`src/rtl/vma_pkg.sv`:
```
package vma_pkg;
    localparam int MAX_PARTICLES_DEF = 1024;
    localparam int VEL_W  = 24;
    localparam int RAD_W  = 48;
    localparam int ROOT_W = 24;
    localparam int REF_W  = 25;
    localparam logic [31:0] SQRT2_Q30 = 32'd1518500250;
    localparam logic [31:0] INV_COUNT_RST = 32'h0100_0000;

    typedef logic [ROOT_W-1:0] t_root;
    typedef logic [RAD_W-1:0]  t_radicand;
endpackage

```
`src/rtl/vma_sqrt.sv`:
```
module vma_sqrt (
    input  logic               i_clk,
    input  logic               i_rst_n,
    input  logic               i_start,
    input  vma_pkg::t_radicand i_radicand,
    output logic               o_done,
    output vma_pkg::t_root     o_root
);
    import vma_pkg::*;

    localparam logic [4:0] LAST_ITER = 5'(ROOT_W - 1);

    logic            r_busy;
    logic [4:0]      r_cnt;
    logic [RAD_W:0]  r_n;
    logic [RAD_W:0]  r_r;
    logic [RAD_W:0]  r_bit;
    logic [RAD_W:0]  trial;

    assign trial = r_r + r_bit;

    always_ff @(posedge i_clk) begin
        if (!i_rst_n) begin
            r_busy <= 1'b0;
            r_cnt  <= '0;
        end else if (i_start) begin
            r_busy <= 1'b1;
            r_cnt  <= '0;
        end else if (r_busy) begin
            r_cnt <= r_cnt + 5'd1;
            if (r_cnt == LAST_ITER) begin
                r_busy <= 1'b0;
            end
        end
    end

    always_ff @(posedge i_clk) begin
        if (i_start) begin
            r_n   <= {1'b0, i_radicand};
            r_r   <= '0;
            r_bit <= (RAD_W+1)'(1) << (2 * ROOT_W - 2);
        end else if (r_busy) begin
            if (r_n >= trial) begin
                r_n <= r_n - trial;
                r_r <= (r_r >> 1) + r_bit;
            end else begin
                r_r <= r_r >> 1;
            end
            r_bit <= r_bit >> 2;
        end
    end

    assign o_done = !r_busy;
    assign o_root = r_r[ROOT_W-1:0];
endmodule

```
`config.mk`:
```
export PLATFORM = sky130hd
export DESIGN_NAME = vma_sqrt
export DESIGN_NICKNAME = d
export VERILOG_FILES = /design/src/rtl/vma_pkg.sv /design/src/rtl/vma_sqrt.sv
export SDC_FILE = /design/constraint.sdc
export NUM_CORES = 1
export LEC_CHECK = 0
export ABC_AREA = 1
export BUFFER_PORTS_ARGS = -buffer_cell sky130_fd_sc_hd__buf_2
export CORE_MARGIN = 2
export CORE_UTILIZATION = 50
export DETAILED_ROUTE_END_ITERATION = 8
export PLACE_DENSITY = 0.67
export SLEW_MARGIN = 0
export SYNTH_ARGS = -nofsm -noshare
export SYNTH_HDL_FRONTEND = slang
export SYNTH_SLANG_ARGS = --single-unit
```
`constraint.sdc`:
```
create_clock -name i_clk -period 6.81 [get_ports i_clk]
set_input_delay 1.0215 -clock i_clk [delete_from_list [all_inputs] [get_ports i_clk]]
set_output_delay 1.0215 -clock i_clk [all_outputs]
set_load 0.01 [all_outputs]
```
* Word level (Yosys, flattened, before mapping)
Cells that the tools add are included.
** Cells by class
- Add/subtract/negate cells :: 4
- $lt $le $gt $ge :: 1
- Eq/ne operators :: 1
- Multiplexer cells :: 7
- Bitwise gates (word level) :: 1
- Reductions and logical operators :: 6
** Operators with widths (number)
- $mux W48 :: 3
- $add A48 B47 Y49 :: 1
- $add A49 B47 Y49 :: 1
- $ge A49 B49 Y1 :: 1
- $mux W49 :: 1
- $sub A49 B49 Y49 :: 1
- $add A5 B1 Y5 const B :: 1
- $eq A5 B5 Y1 const B :: 1
- $reduce_and A2 Y1 :: 2
- $reduce_bool A2 Y1 :: 2
- $mux W1 :: 3
- $reduce_or A2 Y1 :: 1
- $logic_not A1 Y1 :: 1
- $not A1 Y1 :: 1
** Word-level totals
- Bits in registers :: 128

* Depth between registers and ports, before layout
Gate-level depths: netlist of the first run.
- Depth in word-level cells :: 5
- Mapped depth :: 30
- Gate-level depth less buffers :: 29

* Least setup slack after synthesis of the first run
OpenSTA, ideal clock, no wires.
- Kind :: reg-to-reg
- From :: register r_r[2]
- To :: register r_n[0] (enable)
- Setup time :: 0.407 ns
- Arrival time :: 4.215 ns
- Data required time :: 6.403 ns
- Setup slack :: 2.188 ns
- Stages on the path, launching flop included :: 23
- Path buffers :: 1
- Period minus slack after synthesis :: 4.622 ns
- Cell sequence :: dfxtp_1 > ha_1 > nand3_1 > nand2_1 > a21oi_1 > o21bai_1 > a21oi_1 > o21ai_0 > nand3_1 > nand3_1 > nand2_1 > ha_1 > nand2_1 > nor2_2 > nand2_1 > inv_1 > nand2_1 > nor2_1 > nand2_2 > nand3_4 > buf_6 > nand2_2 > nand2_1
** On the way
- Word-level cells in the longest chain between the ends :: 4
** Ends and longest elaborated chain
- start: declaration :: RTL line vma_sqrt.sv:16 : logic [RAD_W:0] r_r;
- start signal: assignment :: RTL line vma_sqrt.sv:45 : r_r <= (r_r >> 1) + r_bit;
- start signal: assignment :: RTL line vma_sqrt.sv:47 : r_r <= r_r >> 1;
- $add A49 B47 Y49 :: RTL line vma_sqrt.sv:20 : assign trial = r_r + r_bit;
- $ge A49 B49 Y1 :: RTL line vma_sqrt.sv:43 : if (r_n >= trial) begin
- $reduce_bool A2 Y1 (no line)
- $reduce_and A2 Y1 (no line)
- end signal: assignment :: RTL line vma_sqrt.sv:39 : r_n <= {1'b0, i_radicand};
- end signal: assignment :: RTL line vma_sqrt.sv:44 : r_n <= r_n - trial;
- end: declaration :: RTL line vma_sqrt.sv:15 : logic [RAD_W:0] r_n;
No other way between the ends.
A chain may end at the register's enable or synchronous reset.

* Worst setup path after layout of the first run
- From :: register r_r[14]
- To :: register r_r[39]
** On the way
- Word-level cells in the longest chain between the ends :: 3
- Elaborated cells on any way between the ends :: 4
- Classes of those cells :: 2 x add/sub; 1 x order compare; 1 x mux
** Ends and longest elaborated chain (RTL line)
- $add A49 B47 Y49 :: vma_sqrt.sv:20
- $ge A49 B49 Y1 :: vma_sqrt.sv:43
- $mux W49 (*) :: vma_sqrt.sv:43
Mark *: on every way between the ends. The rest lies on a longest branch, timed or not.

==> results of run 1 <==
==> tightest hold or removal path, delay by kind of cell (launching register included) <==
kind	cells	cell delay, ps
flops	1	320
simple gates	1	60
compound gates	1	50
==> Yosys cell counts, types with 11 or more instances <==
cell	instances	area (um2)
ha_1	100	1250
o21ai_0	143	716
nor3_1	28	140
inv_1	295	1110
o21bai_1	11	82.6
a21oi_1	182	911
clkbuf_1	39	146
dfxtp_1	80	1600
xor2_1	39	342
xnor2_1	38	333
nor2_1	298	1120
edfxtp_1	48	1440
nand3b_1	28	210
buf_4	26	195
nand4_1	50	313
nand2_1	692	2600
o21a_1	12	90.1
nand3_1	184	921
==> area by class of cell <==
cell class              instances  area share, %
repair buffers                 84           3.00
well taps                     378           3.10
multi-input cells            1878           62.6
clock buffers                  19           3.04
inverters                     300           7.37
flip-flops and latches        128           19.9
clock inverters                13           1.02
==> where the power goes <==
group          switching (mW)  total (mW)  internal, mW
registers               0.244        1.33          1.08
clock network           0.385       0.991         0.606
logic                    2.54        3.83          1.28
==> how the worst max path moves through the flow <==
stage,start,to,slack [ps],cells past startpoint
after floorplan,r_r[2]$_SDFFE_PP0P_,r_n[0]$_DFFE_PP_,2190,22
after global placement,r_r[4]$_SDFFE_PP0P_,r_n[1]$_DFFE_PP_,1540,23
after detailed placement,r_r[14]$_SDFFE_PP0P_,r_r[39]$_SDFFE_PP0P_,1530,28
after CTS,r_r[14]$_SDFFE_PP0P_,r_r[39]$_SDFFE_PP0P_,1470,28
after global routing,r_r[8]$_SDFFE_PP0P_,r_r[39]$_SDFFE_PP0P_,920,25
final,r_r[14]$_SDFFE_PP0P_,r_r[39]$_SDFFE_PP0P_,1280,28
==> flip-flops by register name (all words and copies together), names as in the netlist <==
name and cells:
r_bit 24, r_r 49, r_cnt 5, r_busy 1
r_n 49
==> kinds of logic (layout without fill, tap and decap cells) <==
group,after synthesis,count (layout),synth area share (%)
and+or+nand+nor,1312,1312,38.9
xor gates and xnor gates,77,77,4.75
AOI/OAI and AO/OA,388,388,14.7
DFF,128,128,21.5
adders and majority gates,101,101,8.96
buffers and inverters,386,416,11.2
==> metal layers <==
layer / track usage, % / wire, um
met5: 0 / 0
met2: 57.9 / 23700
met1: 45.3 / 23000
met3: 4.33 / 2720
met4: 12.1 / 1700
==> stage by stage <==
step | total power, mW | setup slack [ps] | hold WS, ps | util (%) | instance area (um2)
after floorplan | 4.12 | 2190 | 463 | - | 14200
after global placement | 5.05 | 1540 | 473 | 52.6 | 14700
after detailed placement | 5.07 | 1530 | 479 | 52.6 | 14700
after CTS | 6.08 | 1470 | 488 | 54.8 | 15300
after global routing | 6.64 | 920 | 530 | 54.8 | 15300
final | 6.14 | 1280 | 486 | 54.8 | 15300
==> impl_results.md, run 1 <==
- Worst path top cell family by delay: simple AND/OR/NAND/NOR gates
- I/O Pins: 76
- Register area share after synthesis: 21.4%
- Share of cells above drive strength 1: 6.11%
- Worst EP required: 7160 ps
- Fin crit period: 5530 ps
- Setup TNS Final: 0 ps
- DIE AREA: 29700 um2
- DP HPWL: 40600 um
- RSZ-0062 raised after global routing: false
- Status: finished clean
- DR vias: 15600
- Total of fill cells in the finished design: 2975
- FP Rows: 61
- Clock root buffer: clkbuf_16
- Asr flop ratio synth: 0%
- Worst min path class: reg -> reg
- Layout Skew: 9.54 ps
- Slew headroom: 37.2%
- # resized after CTS: 0
- R2r setup slk: 1280 ps
- Routed vias/inst: 5.56
- R2R Path End: r_r[39]$_SDFFE_PP0P_
- Slowest-stage cell, CP: dfxtp_1
- Leak Pwr: 6.72 nW
- Setup repair bufs after CTS: 0
- Most common cell after layout, fill and taps aside: nand2_1
- P per Cell Area: 402 nW/um2
- Largest net degree at the start of global routing: 82
- WS Path Type: reg -> reg
- Clk_lat worst skew: 450 ps
- CP max stage delay: 570 ps
- Final Hold Fails: 0
- Buffers plus inverters on the worst setup path: 3
- Peak supply drop: 0.295 mV
- Finished Layout Cells: 2800
- Core ar.: 27900 um2
- YS warnings: 0
- Syn Area/Cell: 5.93 um2
- Hold path endpoint: r_r[0]$_SDFFE_PP0P_
- Critical R2R Launch: r_r[14]$_SDFFE_PP0P_
- Syn nets: 2544
- Hold Path Stages: 2
- Critical-path maximum fanout: 43
- Ant. Diodes: 0
- Mapped Area: 14200 um2
- Initial antenna violation count: 0
- Worst-margin pin slew: 943 ps
- Seq cells post-synth: 128
- Crit path DAT: 5870 ps
- H-tree depth: 4
- Worst reg2reg path depth: 28
- Top_reg_cell synth: dfxtp_1
- TritonCTS clock tree: yes
- Fin crit share: 81.2%
- FF/Latch Area: 3040 um2
- Max-cap violations: 0
- Antenna Violating Nets Remaining: 0
- Startpoint Class: register
- Most frequent cells in the layout: 691 x nand2_1, 298 x nor2_1, 293 x inv_1, 184 x nand3_1, 182 x a21oi_1
- WL final: 51000 um
- Post-synth EDFFs: 48
- Total clock sinks: 128
- DR WL/cell: 18.2 um
- Starting Density: 50.9%
- Max Freq: 181 MHz
- GPL Wtd Cong: 1.02
- DRC viols: 0
- Detailed Route Iter0 Violations: 1421
- CTS Buf Count: 17
- Most used cell along the critical path: nand2_1
- IO buf count: 75
- First-pass GRT wire length: 77700 um
- Area occupied by multi-input gates: 9560 um2
- Gate Count Post-Synth: 2392
- Slew Viols, Final: 0
- Hold_buf cts: 0
- CTS Buffer Depth: 2
- Synth unique cells: 48
- Layout net count: 2561
- DRT Pass-1 Iters: 5
- Gr ovfl total: 0
- Die H: 172 um
- Critical hold path startpoint: r_r[0]$_SDFFE_PP0P_
- Vias in the first global route: 14500
- Placed cell count: 2768
- Worst setup EP type: register
- Final setup viols: 0
- Clk slew on worst S/H paths: 60 ps
- Die Span X: 172 um
- Area delta synth->final: 7.69%
- GRT Resource Usage Total: 34.4%
(Power assumes the default switching activity.)
==> run 2: changes to the inputs <==
--- a/config.mk
+++ b/config.mk
@@ -5,12 +5,12 @@
 export SDC_FILE = /design/constraint.sdc
 export NUM_CORES = 1
 export LEC_CHECK = 0
-export ABC_AREA = 1
+export ABC_AREA = 0
 export BUFFER_PORTS_ARGS = -buffer_cell sky130_fd_sc_hd__buf_2
 export CORE_MARGIN = 2
 export CORE_UTILIZATION = 50
 export DETAILED_ROUTE_END_ITERATION = 8
-export PLACE_DENSITY = 0.67
+export PLACE_DENSITY = 0.68
 export SLEW_MARGIN = 0
 export SYNTH_ARGS = -nofsm -noshare
 export SYNTH_HDL_FRONTEND = slang
==> constraint.sdc (replaced) <==
create_clock -name i_clk -period 5.4 [get_ports i_clk]
set_input_delay 0.81 -clock i_clk [delete_from_list [all_inputs] [get_ports i_clk]]
set_output_delay 0.81 -clock i_clk [all_outputs]
set_load 0.01 [all_outputs]
==> impl_results.md, run 2 <==
- Status: finished clean
- Layout Skew: 10.3 ps (+0.758 ps)
- Crit path DAT: 5550 ps (-320 ps)
- Synth top area share: 13.8% (-4.5 points)
- I/O Pins: 76 (unchanged)
- Post-synth EDFFs: 48 (unchanged)
- Register area share after synthesis: 26.2% (+4.7 points)
- Comb power frac: 61.9% (-0.4 points)
- Most frequent cells in the layout: 153 x nor2_1, 145 x nand2_1, 125 x o21ai_0, 99 x a21oi_1, 96 x ha_1
- WS Path Type: reg -> reg
- GR Layer Usage met2: 45.5% (-12 points)
- R2r setup slk: 180 ps (-1110 ps)
- Synth unique cells: 80 (+67%)
- Final Worst Setup Slack: 176 ps (-1110 ps)
- DIE AREA: 24500 um2 (-18%)
- Slew headroom: 29.9% (-7.3 points)
- Crit path from: r_r[6]$_SDFFE_PP0P_
- Post-DP Area: 12200 um2 (-17%)
- Top_reg_cell synth: dfxtp_1
- Worst-margin pin slew: 1050 ps (+109 ps)
- Mapped Area: 11600 um2 (-18%)
- Largest regs: r_n (49), r_r (49), r_bit (24)
- End-of-flow core utilization: 57.8% (+3.0 points)
- Final setup viols: 0 (unchanged)
- Design Power: 7.38 mW (+20%)
- Die Span X: 156 um (-9.3%)
- Total clock sinks: 128 (unchanged)
- Clock root buffer: clkbuf_16
- GPL Wtd Cong: 0.943 (-7.7%)
- Largest net degree at the start of global routing: 100 (+22%)
- P per Cell Area: 562 nW/um2 (+40%)
- Peak supply drop: 0.267 mV (-9.6%)
- Max Freq: 191 MHz (+5.8%)
- Worst EP required: 5720 ps (-1440 ps)
- Syn Area/Cell: 7.93 um2 (+34%)
- Sw frac: 45.2% (-6.4 points)
- Vias in the first global route: 10300 (-29%)
- Critical-path maximum fanout: 31 (-28%)
- Initial antenna violation count: 0 (unchanged)
- Antenna Violating Nets Remaining: 0 (unchanged)
- R2R Path End: r_r[31]$_SDFFE_PP0P_
- DR vias: 11100 (-28%)
- GR Layer Usage met1: 31.6% (-14 points)
- Max-cap violations: 0 (unchanged)
- Final Hold Fails: 0 (unchanged)
- YS warnings: 0 (unchanged)
- Clk_lat worst skew: 430 ps (-20 ps)
- Die H: 156 um (-9.3%)
- DRT Pass-1 Iters: 5 (unchanged)
- Post-route cell area: 13100 um2 (-14%)
- H-tree depth: 4 (unchanged)
- Post-Place Setup Slack: 74.7 ps (-1450 ps)
- Core ar.: 22700 um2 (-18%)
- Detailed Route Iter0 Violations: 740 (-48%)
- Layout net count: 1663 (-35%)
- DRC viols: 0 (unchanged)
- Top cells by area, synth: dfxtp_1 14%, edfxtp_1 12%, ha_1 11%
- DR WL/cell: 18.0 um (-1.2%)
- Syn nets: 1617 (-36%)
- Fin crit share: 96.7% (+16 points)
- Ant. Diodes: 0 (unchanged)
- CTS Buf Count: 17 (unchanged)
- Share of cells above drive strength 1: 14.9% (+8.8 points)
- IO buf count: 75 (unchanged)
- Startpoint Class: register
- Routed vias/inst: 6.16 (+11%)
- Worst reg2reg path depth: 20 (-29%)
- CTS Buffer Depth: 2 (unchanged)
- Fin crit period: 5220 ps (-303 ps)
- Asr flop ratio synth: 0% (unchanged)
- Slew Viols, Final: 0 (unchanged)
- Area delta synth->final: 13.0%
- Clk pwr share: 16.5% (+0.4 points)
- GRT Resource Usage Total: 25.9% (-8.5 points)
- Critical R2R Launch: r_r[6]$_SDFFE_PP0P_
- Starting Density: 51.2% (+0.23 points)
- FP Rows: 55 (-9.8%)
- Sequential share of power: 21.5% (about the same)
- Critical Path Sink: r_r[31]$_SDFFE_PP0P_
- Clk slew on worst S/H paths: 60 ps (about the same)
- Hold_buf cts: 0 (unchanged)
- Seq cells post-synth: 128 (unchanged)
- GRT busiest layer: met2
- Gr ovfl total: 0 (unchanged)
- DP HPWL: 23600 um (-42%)
- Gate Count Post-Synth: 1465 (-39%)
- Worst min path class: reg -> reg
- TritonCTS clock tree: yes
- Most common cell after layout, fill and taps aside: nor2_1
- First-pass GRT wire length: 51200 um (-34%)
- Leak Pwr: 5.17 nW (-23%)
- GR met3 Demand/Resource: 4.71% (+0.38 points)
- Worst setup EP type: register
- Synth top cells by count: 154 x nor2_1, 146 x nand2_1, 127 x o21ai_0, 102 x a21oi_1, 100 x ha_1
- Largest area contributor in the synthesized netlist: dfxtp_1
- Cell-internal power: 4.04 mW (+36%)
- WL final: 32600 um (-36%)
- Count leader, synth: nor2_1
- P_sw: 3.34 mW (+5.2%)
run 2: cell count changes after synthesis, moves of 46 or more:
cell / before / now
nand2_1: 692 / 146
inv_1: 295 / 33
nand3_1: 184 / 16
nor2_1: 298 / 154
a21oi_1: 182 / 102
a211oi_1: 1 / 47
run 2: how the worst min path moves through the flow:
stage / startpoint / end / slack, ps / depth (start not counted)
floorplan: r_n[48]$_SDFFE_PP0P_ / r_n[48]$_SDFFE_PP0P_ / 450 / 2
global placement: r_n[48]$_SDFFE_PP0P_ / r_n[48]$_SDFFE_PP0P_ / 470 / 2
detailed placement: r_n[48]$_SDFFE_PP0P_ / r_n[48]$_SDFFE_PP0P_ / 480 / 2
CTS: r_n[48]$_SDFFE_PP0P_ / r_n[48]$_SDFFE_PP0P_ / 490 / 2
global route: r_r[48]$_SDFFE_PP0P_ / r_r[48]$_SDFFE_PP0P_ / 520 / 1
finish: r_n[48]$_SDFFE_PP0P_ / r_n[48]$_SDFFE_PP0P_ / 490 / 2
run 2: area by class of cell:
| class | instances | area [um2] |
|---|---|---|
| Multi-Input combinational cell | 1200 | 8100 |
| Clock inverter | 11 | 124 |
| Tap cell | 285 | 357 |
| Clock buffer | 21 | 493 |
| Fill cell | 2119 | 9580 |
| Timing Repair Buffer | 130 | 881 |
| Sequential cell | 128 | 3050 |
| Inverter | 34 | 128 |
run 2: cells by family after synthesis:
kind of cell,synth area share [%]
DFF,26.2
muxes,3.40
xor gates and xnor gates,8.44
AOI/OAI and AO/OA,26.7
buffers and inverters,5.71
adders and majority gates,10.9
and+or+nand+nor,18.6
run 2: timing repair:
action,CTS,global route
setup buffers,0,3
endpoints found under the setup margin,0,102
resized for setup,0,36
run 2: critical path, cell delays in order (launching register included):
cell	delay [ps]
dfxtp_1	330
ha_1	360
a21oi_1	300
a211oi_4	100
a2111oi_4	370
o31ai_2	130
a31oi_2	310
o21ai_2	110
a31o_2	280
a31oi_2	220
xor2_1	90
ha_1	300
buf_4	150
and3_4	200
and3_4	200
nand4_1	160
o31a_1	310
and3b_2	290
clkbuf_16	240
or3_1	370
a311oi_2	280
run 2: layer usage:
layer,wire [um],vias to the layer above
li1,-,5514
met1,13800,5183
met2,15700,374
met3,2050,64
met4,1020,0
met5,0,-
run 2: power groups by stage:
| stage | clock (mW) | combinational (mW) | sequential (mW) |
|---|---|---|---|
| floorplan | 0 | 3.25 | 1.51 |
| global placement | 0 | 4.11 | 1.59 |
| detailed placement | 0 | 4.16 | 1.59 |
| CTS | 1.24 | 4.19 | 1.58 |
| global route | 1.29 | 5.03 | 1.61 |
| finish | 1.22 | 4.57 | 1.59 |
run 2: metrics by stage:
stage / hold slack, ps / TNS (ps) / std cells
after CTS: 492 / 0 / 1803
after detailed placement: 484 / 0 / 1771
after floorplan: 451 / 0 / 1465
after global routing: 522 / -69.3 / 1809
final: 489 / 0 / 1809
after global placement: 469 / 0 / 1771
